[config.mk]
export PLATFORM = sky130hd
export DESIGN_NAME = bos_datapath
export DESIGN_NICKNAME = d
export VERILOG_FILES = /design/src/hdl/assert_macros.svh /design/src/hdl/bos_pkg.sv /design/src/hdl/bos_datapath.sv
export SDC_FILE = /design/constraint.sdc
export NUM_CORES = 2
export LEC_CHECK = 0
export BUFFER_PORTS_ARGS = -buffer_cell sky130_fd_sc_hd__buf_2
export CAP_MARGIN = 10
export CORE_MARGIN = 2
export CORE_UTILIZATION = 45
export CTS_BUF_LIST = sky130_fd_sc_hd__clkbuf_4 sky130_fd_sc_hd__clkbuf_8 sky130_fd_sc_hd__clkbuf_16
export CTS_CLUSTER_SIZE = 25
export DETAILED_ROUTE_END_ITERATION = 8
export PLACE_DENSITY = 0.75
export SETUP_SLACK_MARGIN = 0.3
export SLEW_MARGIN = 5
export SYNTH_ARGS = -nofsm -noshare
export SYNTH_HDL_FRONTEND = slang
export SYNTH_SLANG_ARGS = --single-unit
[constraint.sdc]
create_clock -name clk -period 8.1 [get_ports clk]
set_clock_uncertainty 0.15 [all_clocks]
set_input_delay 1.215 -clock clk [delete_from_list [all_inputs] [get_ports clk]]
set_output_delay 1.215 -clock clk [all_outputs]
set_load 0.005 [all_outputs]
[src/hdl/assert_macros.svh]
// Assertion helpers shared by the RTL
`ifndef ASSERT_MACROS_SVH
`define ASSERT_MACROS_SVH

// Check a condition on every clock edge outside reset
`define ASSERT_ALWAYS(name, clk, rst_n, cond, msg) \
	name: assert property (@(posedge clk) disable iff (!rst_n) (cond)) else $error(msg);

// Check that a condition implies another in the same cycle
`define ASSERT_IMPLIES(name, clk, rst_n, ante, cons, msg) \
	name: assert property (@(posedge clk) disable iff (!rst_n) (ante) |-> (cons)) \
		else $error(msg);

`endif

[src/hdl/bos_pkg.sv]
package bos_pkg;

	// Field and register widths
	localparam int FIELD_W   = 16;
	localparam int PCT_W     = 7;
	localparam int CFG_IDX_W = 2;

	// Register indexes
	localparam logic [CFG_IDX_W-1:0] CFG_CONTAINMENT = 2'd0;
	localparam logic [CFG_IDX_W-1:0] CFG_OVERLAP     = 2'd1;

	// Register reset values and the percent scale
	localparam logic [PCT_W-1:0] PCT_CONT_RST = 7'd90;
	localparam logic [PCT_W-1:0] PCT_OVL_RST  = 7'd60;
	localparam logic [PCT_W-1:0] HUNDRED      = 7'd100;

	typedef enum logic [3:0] {
		ST_IDLE,
		ST_I_CHK,
		ST_RD_I,
		ST_LD_I,
		ST_J_CHK,
		ST_RD_J,
		ST_WAIT,
		ST_DECIDE,
		ST_E_CHK,
		ST_E_RD,
		ST_E_LD
	} state_t;

	// Controller to datapath
	typedef struct packed {
		logic load_i;
		logic load_out;
		logic out_last;
	} cmd_t;

	// Datapath to controller
	typedef struct packed {
		logic cont_fire;
		logic ov_fire;
		logic i_ge_j;
		logic out_busy;
	} status_t;

endpackage

[src/hdl/bos_datapath.sv]
module bos_datapath #(
	parameter int COORD_BITS = 16
) (
	input  logic                             clk,
	input  logic                             arst_n,
	input  logic                             cfg_valid,
	input  logic [bos_pkg::CFG_IDX_W-1:0]    cfg_index,
	input  logic [bos_pkg::PCT_W-1:0]        cfg_data,
	input  logic [4*((COORD_BITS < bos_pkg::FIELD_W) ? COORD_BITS : bos_pkg::FIELD_W)-1:0]
		rd_data,
	input  bos_pkg::cmd_t                    cmd,
	output bos_pkg::status_t                 status,
	output logic                             m_tvalid,
	input  logic                             m_tready,
	output logic [4*bos_pkg::FIELD_W-1:0]    m_tdata,
	output logic                             m_tlast
);

	localparam int CW     = (COORD_BITS < bos_pkg::FIELD_W) ? COORD_BITS : bos_pkg::FIELD_W;
	localparam int FW     = bos_pkg::FIELD_W;
	localparam int AREA_W = 2 * CW;
	localparam int PROD_W = AREA_W + bos_pkg::PCT_W;
	localparam int UNI_W  = AREA_W + 1;
	localparam int OPR_W  = UNI_W + bos_pkg::PCT_W;

	logic [bos_pkg::PCT_W-1:0] cont_pct_q, ovl_pct_q;

	logic [CW-1:0]     bl_q, bt_q, br_q, bb_q, jl, jt, jr, jb;
	logic [CW-1:0]     wi, hi, ix0, iy0, ix1, iy1;
	logic [AREA_W-1:0] ai_q, smaller;

	logic [CW-1:0]     dx_s1, dy_s1, wj_s1, hj_s1;
	logic              ovl_s1, ovl_s2, ovl_s3, ovl_s4, ige_s3, ige_s4, cont_s4;
	logic [AREA_W-1:0] inter_s2, aj_s2;
	logic [PROD_W-1:0] cl_s3, cr_s3;
	logic [UNI_W-1:0]  uni_s3;
	logic [OPR_W-1:0]  ol_s4, or_s4;
	logic              out_valid_q, out_last_q;
	logic [4*CW-1:0]   out_box_q;

	// Percent registers
	always_ff @(posedge clk or negedge arst_n) begin
		if (!arst_n) begin
			cont_pct_q <= bos_pkg::PCT_CONT_RST;
			ovl_pct_q  <= bos_pkg::PCT_OVL_RST;
		end else if (cfg_valid) begin
			case (cfg_index)
				bos_pkg::CFG_CONTAINMENT: cont_pct_q <= cfg_data;
				bos_pkg::CFG_OVERLAP:     ovl_pct_q  <= cfg_data;
				default: ;
			endcase
		end
	end

	assign jl = rd_data[0 +: CW];
	assign jt = rd_data[CW +: CW];
	assign jr = rd_data[2*CW +: CW];
	assign jb = rd_data[3*CW +: CW];

	// Box i and its area, held for the whole scan
	assign wi = (br_q > bl_q) ? br_q - bl_q : '0;
	assign hi = (bb_q > bt_q) ? bb_q - bt_q : '0;

	always_ff @(posedge clk) begin
		if (cmd.load_i) begin
			bl_q <= jl;
			bt_q <= jt;
			br_q <= jr;
			bb_q <= jb;
		end
		ai_q <= AREA_W'(wi) * AREA_W'(hi);
	end

	// Intersection edges of box i and the box being read
	assign ix0 = (bl_q > jl) ? bl_q : jl;
	assign iy0 = (bt_q > jt) ? bt_q : jt;
	assign ix1 = (br_q < jr) ? br_q : jr;
	assign iy1 = (bb_q < jb) ? bb_q : jb;
	assign smaller = (ai_q < aj_s2) ? ai_q : aj_s2;

	// Pair pipeline: extents, products, scaled terms, compares
	always_ff @(posedge clk) begin
		ovl_s1   <= (ix1 > ix0) && (iy1 > iy0);
		dx_s1    <= ix1 - ix0;
		dy_s1    <= iy1 - iy0;
		wj_s1    <= (jr > jl) ? jr - jl : '0;
		hj_s1    <= (jb > jt) ? jb - jt : '0;

		ovl_s2   <= ovl_s1;
		inter_s2 <= AREA_W'(dx_s1) * AREA_W'(dy_s1);
		aj_s2    <= AREA_W'(wj_s1) * AREA_W'(hj_s1);

		ovl_s3   <= ovl_s2;
		ige_s3   <= ai_q >= aj_s2;
		cl_s3    <= PROD_W'(inter_s2) * PROD_W'(bos_pkg::HUNDRED);
		cr_s3    <= PROD_W'(cont_pct_q) * PROD_W'(smaller);
		uni_s3   <= UNI_W'(ai_q) + UNI_W'(aj_s2) - UNI_W'(inter_s2);

		ovl_s4   <= ovl_s3;
		ige_s4   <= ige_s3;
		cont_s4  <= ovl_s3 && (cl_s3 > cr_s3);
		ol_s4    <= OPR_W'(cl_s3);
		or_s4    <= OPR_W'(ovl_pct_q) * OPR_W'(uni_s3);
	end

	assign status.cont_fire = cont_s4;
	assign status.ov_fire   = ovl_s4 && (ol_s4 > or_s4);
	assign status.i_ge_j    = ige_s4;
	assign status.out_busy  = out_valid_q;

	// Output register: fill on command, free when taken
	always_ff @(posedge clk or negedge arst_n) begin
		if (!arst_n) begin
			out_valid_q <= 1'b0;
		end else if (cmd.load_out) begin
			out_valid_q <= 1'b1;
		end else if (m_tready) begin
			out_valid_q <= 1'b0;
		end
	end

	always_ff @(posedge clk) begin
		if (cmd.load_out) begin
			out_box_q  <= rd_data;
			out_last_q <= cmd.out_last;
		end
	end

	assign m_tvalid = out_valid_q;
	assign m_tlast  = out_last_q;
	assign m_tdata  = {FW'(out_box_q[3*CW +: CW]), FW'(out_box_q[2*CW +: CW]),
		FW'(out_box_q[CW +: CW]), FW'(out_box_q[0 +: CW])};

endmodule

==> summary.json <==
{
  "place": {
    "portBuffers": 149,
    "dpl.hpwl_um": 147000,
    "post_placement_cell_count": 9268,
    "gp_routability_congestion": 0.995
  },
  "setup_path": {
    "setup.worst_path.end_class": "flop",
    "critical_path.most_common_cell": "fa_1",
    "cp_max_fo": 6,
    "worst_ep_arrival_time_ps": 8470,
    "cp_slowest_stage_delay_ps": 550,
    "setup.worst_path.class": "reg2reg",
    "critical_path_source_type": "flop",
    "critical_path.slowest_cell": "fa_1",
    "timing.reg2reg.worst_path_depth": 34,
    "worst_ep_required_time_ps": 8510
  },
  "global_route": {
    "global_route.overflow_total": 0,
    "grt_antenna_before_repair": 7,
    "global_route.usage.total": 0.237,
    "grt_first_pass_wirelength_um": 287000,
    "vias_in_the_first_global_route": 53674,
    "grt_start_max_net_pins": 67
  },
  "hold_path": {
    "holdPathStages": 0,
    "hold_class": "reg2reg"
  },
  "synthesis": {
    "adder_and_majority_gate_portion_of_the_synthesized_area": 0.438,
    "ys_seq_area_frac": 0.169,
    "number_of_enable_flip_flop_cells_after_synthesis": 129,
    "synthesized_area_fraction_occupied_by_and_or_nand_nor_cells": 0.143,
    "synthDistinctLibCells": 99,
    "syn-num-nets": 9117,
    "synth_xor_xnor_area_share": 0.0337,
    "muxShareOfSynthArea": 0.0237,
    "async_reset_ff_frac": 0.0302,
    "synth_compound_area_frac": 0.0967,
    "netlist_instances": 7263,
    "synth_top_family_by_area": "adder cells",
    "synth_warnings": 0,
    "synth-main-ff-cell": "dfxtp_1",
    "synthesized_area_per_cell_um2": 9.22,
    "yosys_register_bits": 497,
    "syn-cell-area_um2": 67000
  },
  "drt": {
    "wl_per_cell_um": 19.0,
    "via_per_inst": 5.38,
    "num_vias": 50629,
    "route.final.wire_length_um": 179000,
    "detailedRoute.firstPassIterationCount": 8,
    "initial_drc_count": 3785,
    "drc": 0,
    "final_antenna_net_count": 0
  },
  "final_layout": {
    "layoutNonFillerInstCount": 9409,
    "area_of_the_multi_input_gates_um2": 49900,
    "areaGrowthSynthToFinish_pct": 9.27,
    "fill_cells": 13419,
    "final_net_count": 9284,
    "register_area_um2": 11300,
    "post_route_cells_drive_above_1_share": 0.0898,
    "post-route-util": 0.495
  },
  "floorplanning": {
    "std_cell_rows": 141,
    "chipWidth_um": 390,
    "initial_utilization": 0.453,
    "floorplan.core_area_um2": 148000,
    "io_pins": 150,
    "die_y_um": 390,
    "die_area_um2": 152000
  },
  "sta": {
    "timing.final.setup_violations": 0,
    "fmax_mhz": 124,
    "fin_crit_sh": 0.995,
    "count_of_final_max_slew_check_failures": 0,
    "worst-slew-pin-transition_ps": 1290,
    "slew_headroom": 0.137,
    "layout_min_cycle_time_ps": 8060,
    "rsz0062_at_grt": "yes",
    "fin_setup_tns_ps": 0,
    "final-hold-violation-count": 0
  },
  "cts": {
    "worst_skew_pair_latency_ps": 670,
    "clock_transition_at_the_registers_of_the_reported_paths_ps": 60,
    "cts_sinks": 497,
    "cts-buffers-inserted": 56,
    "clock-root-buffer": "clkbuf_16",
    "cts_max_path_buffers": 3,
    "cts_tree": "done",
    "clock_tree.htree_level_count": 2
  },
  "run_status": {
    "run_status": "complete, no violations"
  },
  "flow_run": {
    "maxCapViolations": 0
  }
}
path summary, 6_finish.rpt:
| check | from | endpoint | slack [ps] |
|---|---|---|---|
| min | ovl_s1 | ovl_s2 | 190 |
| max in group asynchronous | arst_n | ovl_pct_q[6] | 7090 |
| min in group asynchronous | arst_n | m_tvalid | 340 |
| min reg2reg | ovl_s1 | ovl_s2 | 190 |
| max | br_q[0] | ai_q[31] | 40 |
| max reg2reg | br_q[0] | ai_q[31] | 40 |
per-layer routing:
metal | global-route usage | up-vias | routed length (um)
met5 | 0 | - | 55
li1 | - | 23416 | -
met4 | 0.0846 | 8 | 6930
met2 | 0.404 | 1830 | 84600
met3 | 0.0375 | 346 | 12300
met1 | 0.304 | 25029 | 74700
logic make-up after synthesis:
| group | count (synthesis) |
|---|---|
| buffers and inverters | 1660 |
| multiplexers | 120 |
| AND/OR/NAND/NOR | 1992 |
| XOR/XNOR | 258 |
| adder cells (fa/ha/maj) | 1774 |
| flip-flops | 497 |
| AO/OA/AOI/OAI | 962 |
placed cells by master, fill, tap and decap left out, drive strengths merged, types with 13 or more instances in the layout:
cell and count:
nor4 15, fa 950, o21bai 40, xnor2 167, and2 288, nand2b 79
o211ai 18, edfxtp 129, a21boi 19, nand2 846, a21oi 297, nor3b 13
mux2i 75, or2 16, or3 21, nand3 91, nand4 70, and3 25
buf 299, nor2 255, nor3 81, clkinv 15, o21ai 160, o31ai 14
clkbuf 76, o21a 46, a31oi 28, xor2 91, a21o 203, nor2b 162
a211oi 35, dfxtp 353, inv 1475, ha 824, mux2 45
Yosys cell counts (91+ instances only):
library cell | instances | share of area
clkbuf_1 | 144 | 0.0081
xnor2_1 | 167 | 0.022
nor2b_1 | 162 | 0.015
fa_1 | 950 | 0.28
nand3_1 | 91 | 0.0068
a21o_1 | 203 | 0.023
nor2_1 | 255 | 0.014
and2_1 | 286 | 0.027
o21ai_0 | 132 | 0.0099
edfxtp_1 | 129 | 0.058
inv_1 | 1469 | 0.082
ha_1 | 824 | 0.15
dfxtp_1 | 353 | 0.11
xor2_1 | 91 | 0.012
a21oi_1 | 288 | 0.022
nand2_1 | 844 | 0.047
area by class of cell:
cell class	count	share of cell area
antenna	3	0.000103
multi-input combinational	5106	0.683
clock buffer	75	0.0223
inverter	1469	0.0754
tap	1930	0.0330
timing repair buffer	300	0.0277
clock inverter	29	0.00416
sequential	497	0.155
worst max-delay path, delay by kind of cell (launching register included):
| kind | cells | cell delay [ps] |
|---|---|---|
| AOI/OAI and AO/OA | 12 | 2150 |
| xor gates and xnor gates | 1 | 130 |
| DFF | 1 | 390 |
| adders and majority gates | 9 | 3820 |
| buffers and inverters | 7 | 490 |
| and+or+nand+nor | 5 | 810 |
registers in the layout, indices dropped and copies added (netlist names), 32 cells and up:
register  cells
m_tdata      64
or_s4        40
cr_s3        39
cl_s3        37
ol_s4        37
uni_s3       33
ai_q         32
aj_s2        32
inter_s2     32
repair_timing:
item                       in CTS  in global routing
setup endpoints to repair      11                 23
pin swaps                      18                 48
gates cloned                    2                  0
hold buffers                    0                  0
resized for setup              34                113
buffers inserted               12                 20
through the flow:
stage | instance area [um2] | hold slack (ps) | setup WS, ps
final | 73200 | 187 | 42.3
after detailed placement | 70200 | 176 | -154
after global placement | 70200 | 165 | 49.5
after CTS | 72500 | 189 | 98.1
after floorplan | 67000 | 160 | 300
after global routing | 73200 | 192 | -281
Power is not shown: default switching activity piles up to over one toggle a cycle in this logic, so the estimate is an artifact.
