File: src/hdl/assert_macros.svh
// Assertion helpers shared by the RTL
`ifndef ASSERT_MACROS_SVH
`define ASSERT_MACROS_SVH

// Check a condition on every clock edge outside reset
`define ASSERT_ALWAYS(name, clk, rst_n, cond, msg) \
	name: assert property (@(posedge clk) disable iff (!rst_n) (cond)) else $error(msg);

// Check that a condition implies another in the same cycle
`define ASSERT_IMPLIES(name, clk, rst_n, ante, cons, msg) \
	name: assert property (@(posedge clk) disable iff (!rst_n) (ante) |-> (cons)) \
		else $error(msg);

`endif

File: src/hdl/bos_pkg.sv
package bos_pkg;

	// Field and register widths
	localparam int FIELD_W   = 16;
	localparam int PCT_W     = 7;
	localparam int CFG_IDX_W = 2;

	// Register indexes
	localparam logic [CFG_IDX_W-1:0] CFG_CONTAINMENT = 2'd0;
	localparam logic [CFG_IDX_W-1:0] CFG_OVERLAP     = 2'd1;

	// Register reset values and the percent scale
	localparam logic [PCT_W-1:0] PCT_CONT_RST = 7'd90;
	localparam logic [PCT_W-1:0] PCT_OVL_RST  = 7'd60;
	localparam logic [PCT_W-1:0] HUNDRED      = 7'd100;

	typedef enum logic [3:0] {
		ST_IDLE,
		ST_I_CHK,
		ST_RD_I,
		ST_LD_I,
		ST_J_CHK,
		ST_RD_J,
		ST_WAIT,
		ST_DECIDE,
		ST_E_CHK,
		ST_E_RD,
		ST_E_LD
	} state_t;

	// Controller to datapath
	typedef struct packed {
		logic load_i;
		logic load_out;
		logic out_last;
	} cmd_t;

	// Datapath to controller
	typedef struct packed {
		logic cont_fire;
		logic ov_fire;
		logic i_ge_j;
		logic out_busy;
	} status_t;

endpackage

File: src/hdl/bos_ctrl.sv
module bos_ctrl #(
	parameter int MAX_BOXES = 64
) (
	input  logic                         clk,
	input  logic                         arst_n,
	input  logic                         in_valid,
	input  logic                         in_last,
	output logic                         in_ready,
	output logic                         wr_en,
	output logic [$clog2(MAX_BOXES)-1:0] wr_addr,
	output logic                         rd_en,
	output logic [$clog2(MAX_BOXES)-1:0] rd_addr,
	output bos_pkg::cmd_t                cmd,
	input  bos_pkg::status_t             status
);

	localparam int AW   = $clog2(MAX_BOXES);
	localparam int CNTW = $clog2(MAX_BOXES + 1);
	localparam logic [CNTW-1:0] MAXC = CNTW'(MAX_BOXES);
	localparam logic [CNTW-1:0] ONE  = CNTW'(1);

	bos_pkg::state_t state_q, state_nx;

	logic [CNTW-1:0]      count_q, n_q, i_q, j_q, e_q, count_nx;
	logic [1:0]           wait_q;
	logic [MAX_BOXES-1:0] keep_q;
	logic                 accept, has_room, keep_i, keep_j, keep_e, later_kept;

	assign accept   = in_valid && in_ready;
	assign has_room = count_q < MAXC;
	assign count_nx = has_room ? count_q + ONE : count_q;
	assign keep_i   = keep_q[i_q[AW-1:0]];
	assign keep_j   = keep_q[j_q[AW-1:0]];
	assign keep_e   = keep_q[e_q[AW-1:0]];

	// Any kept box after the one being emitted
	always_comb begin
		later_kept = 1'b0;
		for (int k = 0; k < MAX_BOXES; k++) begin
			if (keep_q[k] && (CNTW'(k) > e_q)) begin
				later_kept = 1'b1;
			end
		end
	end

	// Next state
	always_comb begin
		state_nx = state_q;
		case (state_q)
			bos_pkg::ST_IDLE: begin
				if (accept && in_last) state_nx = bos_pkg::ST_I_CHK;
			end
			bos_pkg::ST_I_CHK: begin
				if (i_q >= n_q) state_nx = bos_pkg::ST_E_CHK;
				else if (keep_i) state_nx = bos_pkg::ST_RD_I;
			end
			bos_pkg::ST_RD_I: state_nx = bos_pkg::ST_LD_I;
			bos_pkg::ST_LD_I: state_nx = bos_pkg::ST_J_CHK;
			bos_pkg::ST_J_CHK: begin
				if (j_q >= n_q) state_nx = bos_pkg::ST_I_CHK;
				else if (keep_j) state_nx = bos_pkg::ST_RD_J;
			end
			bos_pkg::ST_RD_J: state_nx = bos_pkg::ST_WAIT;
			bos_pkg::ST_WAIT: begin
				if (wait_q == 2'd3) state_nx = bos_pkg::ST_DECIDE;
			end
			bos_pkg::ST_DECIDE: begin
				if (status.cont_fire) begin
					state_nx = status.i_ge_j ? bos_pkg::ST_I_CHK : bos_pkg::ST_J_CHK;
				end else if (status.ov_fire) begin
					state_nx = status.i_ge_j ? bos_pkg::ST_J_CHK : bos_pkg::ST_I_CHK;
				end else begin
					state_nx = bos_pkg::ST_J_CHK;
				end
			end
			bos_pkg::ST_E_CHK: begin
				if (e_q >= n_q) state_nx = bos_pkg::ST_IDLE;
				else if (keep_e) state_nx = bos_pkg::ST_E_RD;
			end
			bos_pkg::ST_E_RD: begin
				if (!status.out_busy) state_nx = bos_pkg::ST_E_LD;
			end
			bos_pkg::ST_E_LD: state_nx = bos_pkg::ST_E_CHK;
			default: state_nx = bos_pkg::ST_IDLE;
		endcase
	end

	// Outputs
	always_comb begin
		in_ready     = 1'b0;
		wr_en        = 1'b0;
		wr_addr      = count_q[AW-1:0];
		rd_en        = 1'b0;
		rd_addr      = i_q[AW-1:0];
		cmd.load_i   = 1'b0;
		cmd.load_out = 1'b0;
		cmd.out_last = !later_kept;
		case (state_q)
			bos_pkg::ST_IDLE: begin
				in_ready = 1'b1;
				wr_en    = in_valid && has_room;
			end
			bos_pkg::ST_RD_I: rd_en = 1'b1;
			bos_pkg::ST_LD_I: cmd.load_i = 1'b1;
			bos_pkg::ST_RD_J: begin
				rd_en   = 1'b1;
				rd_addr = j_q[AW-1:0];
			end
			bos_pkg::ST_E_RD: begin
				rd_en   = !status.out_busy;
				rd_addr = e_q[AW-1:0];
			end
			bos_pkg::ST_E_LD: cmd.load_out = 1'b1;
			default: ;
		endcase
	end

	// State, indexes and keep marks
	always_ff @(posedge clk or negedge arst_n) begin
		if (!arst_n) begin
			state_q <= bos_pkg::ST_IDLE;
			count_q <= '0;
			n_q     <= '0;
			i_q     <= '0;
			j_q     <= '0;
			e_q     <= '0;
			wait_q  <= '0;
			keep_q  <= '0;
		end else begin
			state_q <= state_nx;
			case (state_q)
				bos_pkg::ST_IDLE: begin
					if (accept) begin
						// Mark the new box kept, drop marks of the previous set
						if (has_room) begin
							for (int k = 0; k < MAX_BOXES; k++) begin
								keep_q[k] <= (CNTW'(k) == count_q) ||
									((count_q != '0) && keep_q[k]);
							end
						end
						count_q <= count_nx;
						if (in_last) begin
							n_q <= count_nx;
							i_q <= '0;
						end
					end
				end
				bos_pkg::ST_I_CHK: begin
					if (i_q >= n_q) e_q <= '0;
					else if (!keep_i) i_q <= i_q + ONE;
				end
				bos_pkg::ST_LD_I: j_q <= i_q + ONE;
				bos_pkg::ST_J_CHK: begin
					if (j_q >= n_q) i_q <= i_q + ONE;
					else if (!keep_j) j_q <= j_q + ONE;
				end
				bos_pkg::ST_RD_J: wait_q <= '0;
				bos_pkg::ST_WAIT: wait_q <= wait_q + 2'd1;
				bos_pkg::ST_DECIDE: begin
					// Drop the larger box on containment, the smaller on overlap
					if (status.cont_fire) begin
						if (status.i_ge_j) begin
							keep_q[i_q[AW-1:0]] <= 1'b0;
							i_q <= i_q + ONE;
						end else begin
							keep_q[j_q[AW-1:0]] <= 1'b0;
							j_q <= j_q + ONE;
						end
					end else if (status.ov_fire) begin
						if (status.i_ge_j) begin
							keep_q[j_q[AW-1:0]] <= 1'b0;
							j_q <= j_q + ONE;
						end else begin
							keep_q[i_q[AW-1:0]] <= 1'b0;
							i_q <= i_q + ONE;
						end
					end else begin
						j_q <= j_q + ONE;
					end
				end
				bos_pkg::ST_E_CHK: begin
					if (e_q >= n_q) count_q <= '0;
					else if (!keep_e) e_q <= e_q + ONE;
				end
				bos_pkg::ST_E_LD: e_q <= e_q + ONE;
				default: ;
			endcase
		end
	end

endmodule

File: config.mk
export PLATFORM = sky130hd
export DESIGN_NAME = bos_ctrl
export DESIGN_NICKNAME = d
export VERILOG_FILES = /design/src/hdl/assert_macros.svh /design/src/hdl/bos_pkg.sv /design/src/hdl/bos_ctrl.sv
export SDC_FILE = /design/constraint.sdc
export NUM_CORES = 1
export LEC_CHECK = 0
export ABC_AREA = 1
export BUFFER_PORTS_ARGS = -buffer_cell sky130_fd_sc_hd__buf_2
export CAP_MARGIN = 20
export CORE_ASPECT_RATIO = 0.8
export CORE_MARGIN = 2
export CORE_UTILIZATION = 39
export DETAILED_ROUTE_END_ITERATION = 10
export HOLD_SLACK_MARGIN = 0.05
export PLACE_DENSITY = 0.5
export SYNTH_ARGS = -nofsm -noshare
export SYNTH_HDL_FRONTEND = slang
export SYNTH_SLANG_ARGS = --single-unit
export TNS_END_PERCENT = 20
File: constraint.sdc
create_clock -name clk -period 3.75 [get_ports clk]
set_input_delay 0.375 -clock clk [delete_from_list [all_inputs] [get_ports clk]]
set_output_delay 0.375 -clock clk [all_outputs]
set_load 0.1 [all_outputs]
==> results.json <==
{
  "status": "finished, final reports clean",
  "reg2reg_to": "i_q[2]",
  "tightest_slew_ns": 1.10,
  "wl_um": 45400,
  "synth.area.top_cells": "dfrtp_1 (26%), nand2_1 (18%), o21ai_0 (7.7%)",
  "fin_ws_ns": 0.203,
  "multi_input_area_mm2": 0.00624,
  "cts_tree": "built",
  "num_vias": 11212,
  "drt_first_iter_violations": 1551,
  "gp_congestion": 1.00,
  "async_flop_share": 1.00,
  "r2r-start": "i_q[0]",
  "drc": 0,
  "wl_per_cell_um": 24.2,
  "viasPerCell": 5.97,
  "switching_share": 0.551,
  "die_x_um": 183,
  "netlist_instances": 1557,
  "crit_cells": 14,
  "fin_worst_skew_ns": 0.0165,
  "drive_above_1_share": 0.0977,
  "track_usage": 0.344,
  "coreArea_mm2": 0.0252,
  "cp_slowest_stage_delay_ns": 0.50,
  "p_total_mw": 5.92,
  "synth.cell_area_mm2": 0.00995,
  "crit_buf_inv": 4,
  "htree_levels": 3,
  "n_fill_cell": 2808,
  "critPathLaunch": "e_q[4]",
  "vdd_drop_max_v": 0.000443,
  "dr.pass1.iters": 6,
  "seq_power_share": 0.271,
  "hold_path.class": "input pin to async pin",
  "ys_ff_latch": 105,
  "cp_max_fo": 6,
  "setup-tns-final_ns": 0,
  "synth-edff-count": 0,
  "hold_violations": 0,
  "synth_area_per_cell_um2": 6.39,
  "antenna_found_initial": 0,
  "required_ns": 3.38,
  "place_ws_ns": 0.703,
  "synthFlopType": "dfrtp_1",
  "crit_chain": "buf_4 > nand2_1 > inv_1 > nand2_1 > nand2_1 > inv_1 > a21oi_2 > nor2_1 > nor3_1 > nand3_1 > nor2_1 > nand3_1 > nor2_1 > buf_12",
  "setup_violations": 0,
  "power.internal_mw": 2.66,
  "num_antenna_cells": 0,
  "ys_types": 51,
  "synth_top_area_frac": 0.264,
  "rsz0062_at_grt": "no",
  "crit_slowest_cell": "dfrtp_1",
  "start_util": 0.395,
  "endpoint_kind": "output pin",
  "stdcell_count": 1879,
  "cap_violations": 0,
  "syn2layout_area_growth_pct": 7.02,
  "hpwlAfterDp_um": 35000,
  "slew_viol_final": 0,
  "syn-num-nets": 1597,
  "design_area_mm2": 0.0106,
  "clk_pin_slew_worst_paths_ns": 0.08,
  "crit_arrival_ns": 3.17,
  "finalCritPeriodShare": 0.946,
  "cp-endpoint": "cmd[0]",
  "synth_seq_area_share": 0.264,
  "yosysWarnings": 0,
  "placedCellCount": 1863,
  "cts-root-buf": "clkbuf_16",
  "ios": 26,
  "register_area_mm2": 0.00263,
  "clock_path_buffers": 2,
  "clock_power_share": 0.180,
  "postPlaceCellArea_mm2": 0.0103,
  "power_density_mw_per_mm2": 556,
  "finish.utilization": 0.423,
  "portBuffers": 25,
  "start_kind": "register",
  "fmax_ghz": 0.282,
  "yosys-top-cells-count": "nand2_1 (486), o21ai_0 (153), inv_1 (149), nor2_1 (114), dfrtp_1 (105)",
  "synth.most_common_cell": "nand2_1",
  "slew_headroom": 0.266,
  "grt_max_degree": 65,
  "grt_pass1_vias": 10434,
  "clkSinkCount": 105,
  "clk_latency_ns": 0.38,
  "final_antenna_net_count": 0,
  "crit_family": "simple AND/OR/NAND/NOR gates",
  "r2r_cells": 13,
  "finalNetCount": 1590,
  "fin_crit_ns": 3.55,
  "leakage_nw": 4.96,
  "r2r_setup_slack_ns": 0.95,
  "grt_overflow": 0,
  "numCtsBuffers": 9,
  "switching_power_mw": 3.26,
  "grt_pass1_wl_um": 68600,
  "die_h_um": 147,
  "critPathKind": "register to output pin",
  "rows": 52,
  "hold_slack_ns": 0.107,
  "synth_area_leader_cell": "dfrtp_1",
  "p_comb_frac": 0.549,
  "die_area_mm2": 0.0268
}
[routing by layer]
metal	track usage	vias up	wire, µm	share of wire
li1	-	5243	-	-
met1	0.515	5357	21200	0.47
met2	0.499	532	18900	0.42
met3	0.0652	80	4070	0.090
met4	0.100	0	1200	0.027
met5	0	-	0	0
[cell type report]
class,instances,share of cell area
clock buffer,9,0.0212
clock inverter,7,0.0101
inverter,169,0.0601
multi-input combinational,1210,0.587
sequential,105,0.247
tap,324,0.0381
timing repair buffer,55,0.0369
[cells by family (layout without fill, tap and decap cells)]
group,count (synthesis),after routing,share of synthesized area
AND/OR/NAND/NOR,779,779,0.337
AO/OA/AOI/OAI,384,384,0.237
buffers and inverters,242,240,0.108
flip-flops,105,105,0.264
adder cells (fa/ha/maj),32,32,0.0403
XOR/XNOR,14,14,0.0123
multiplexers,1,1,0.00101
[cells in the final DEF (no fill, tap or decap), types with 3 or more instances in the layout]
cell	netlist	routed
o21ai_1	71	71
buf_12	0	3
nor2_4	5	5
nand3_1	90	90
xor2_1	11	11
clkinv_8	0	3
nand2_2	11	11
inv_1	149	148
xnor2_1	3	3
nor2_1	114	114
o21ai_2	15	15
o21ai_0	153	153
nand2_4	4	4
o221ai_1	8	8
o22ai_1	9	9
o211ai_1	18	18
nor2_2	8	8
nor3_1	17	17
a221oi_1	60	60
inv_2	17	18
nand4_1	26	26
buf_2	30	23
o31ai_1	6	6
nand2_1	486	486
ha_1	32	32
clkbuf_16	0	9
nor3_2	7	7
o2111ai_1	3	3
buf_4	20	29
a21oi_1	27	27
dfrtp_1	105	103
[flip-flops by register name, summed over array words and instances, names as in the netlist]
signal,count
count_q,7
e_q,7
i_q,7
j_q,7
keep_q,64
n_q,7
state_q,4
wait_q,2
[power by group through the flow]
stage | clock [mW] | combinational, mW | sequential [mW]
final | 1.06 | 3.25 | 1.60
after global routing | 1.13 | 3.56 | 1.62
after CTS | 1.08 | 3.22 | 1.59
after detailed placement | 0 | 3.20 | 1.61
after global placement | 0 | 3.21 | 1.61
after floorplan | 0 | 2.57 | 1.40
[what timing repair did]
| item | CTS | global route |
|---|---|---|
| buffers inserted | 0 | 0 |
| resized for setup | 0 | 1 |
| endpoints found under the setup margin | 0 | 1 |
| hold buffers | 0 | 0 |
[worst min-delay path by stage]
stage / start / to / slack (ns) / cells past startpoint
floorplan: arst_n / count_q[0] / 0.08 / 0
global route: arst_n / e_q[2] / 0.17 / 1
detailed placement: n_q[4] / n_q[4] / 0.48 / 2
global placement: n_q[2] / n_q[2] / 0.47 / 2
finish: arst_n / e_q[2] / 0.11 / 1
CTS: arst_n / e_q[2] / 0.15 / 1
(Power assumes the default switching activity.)
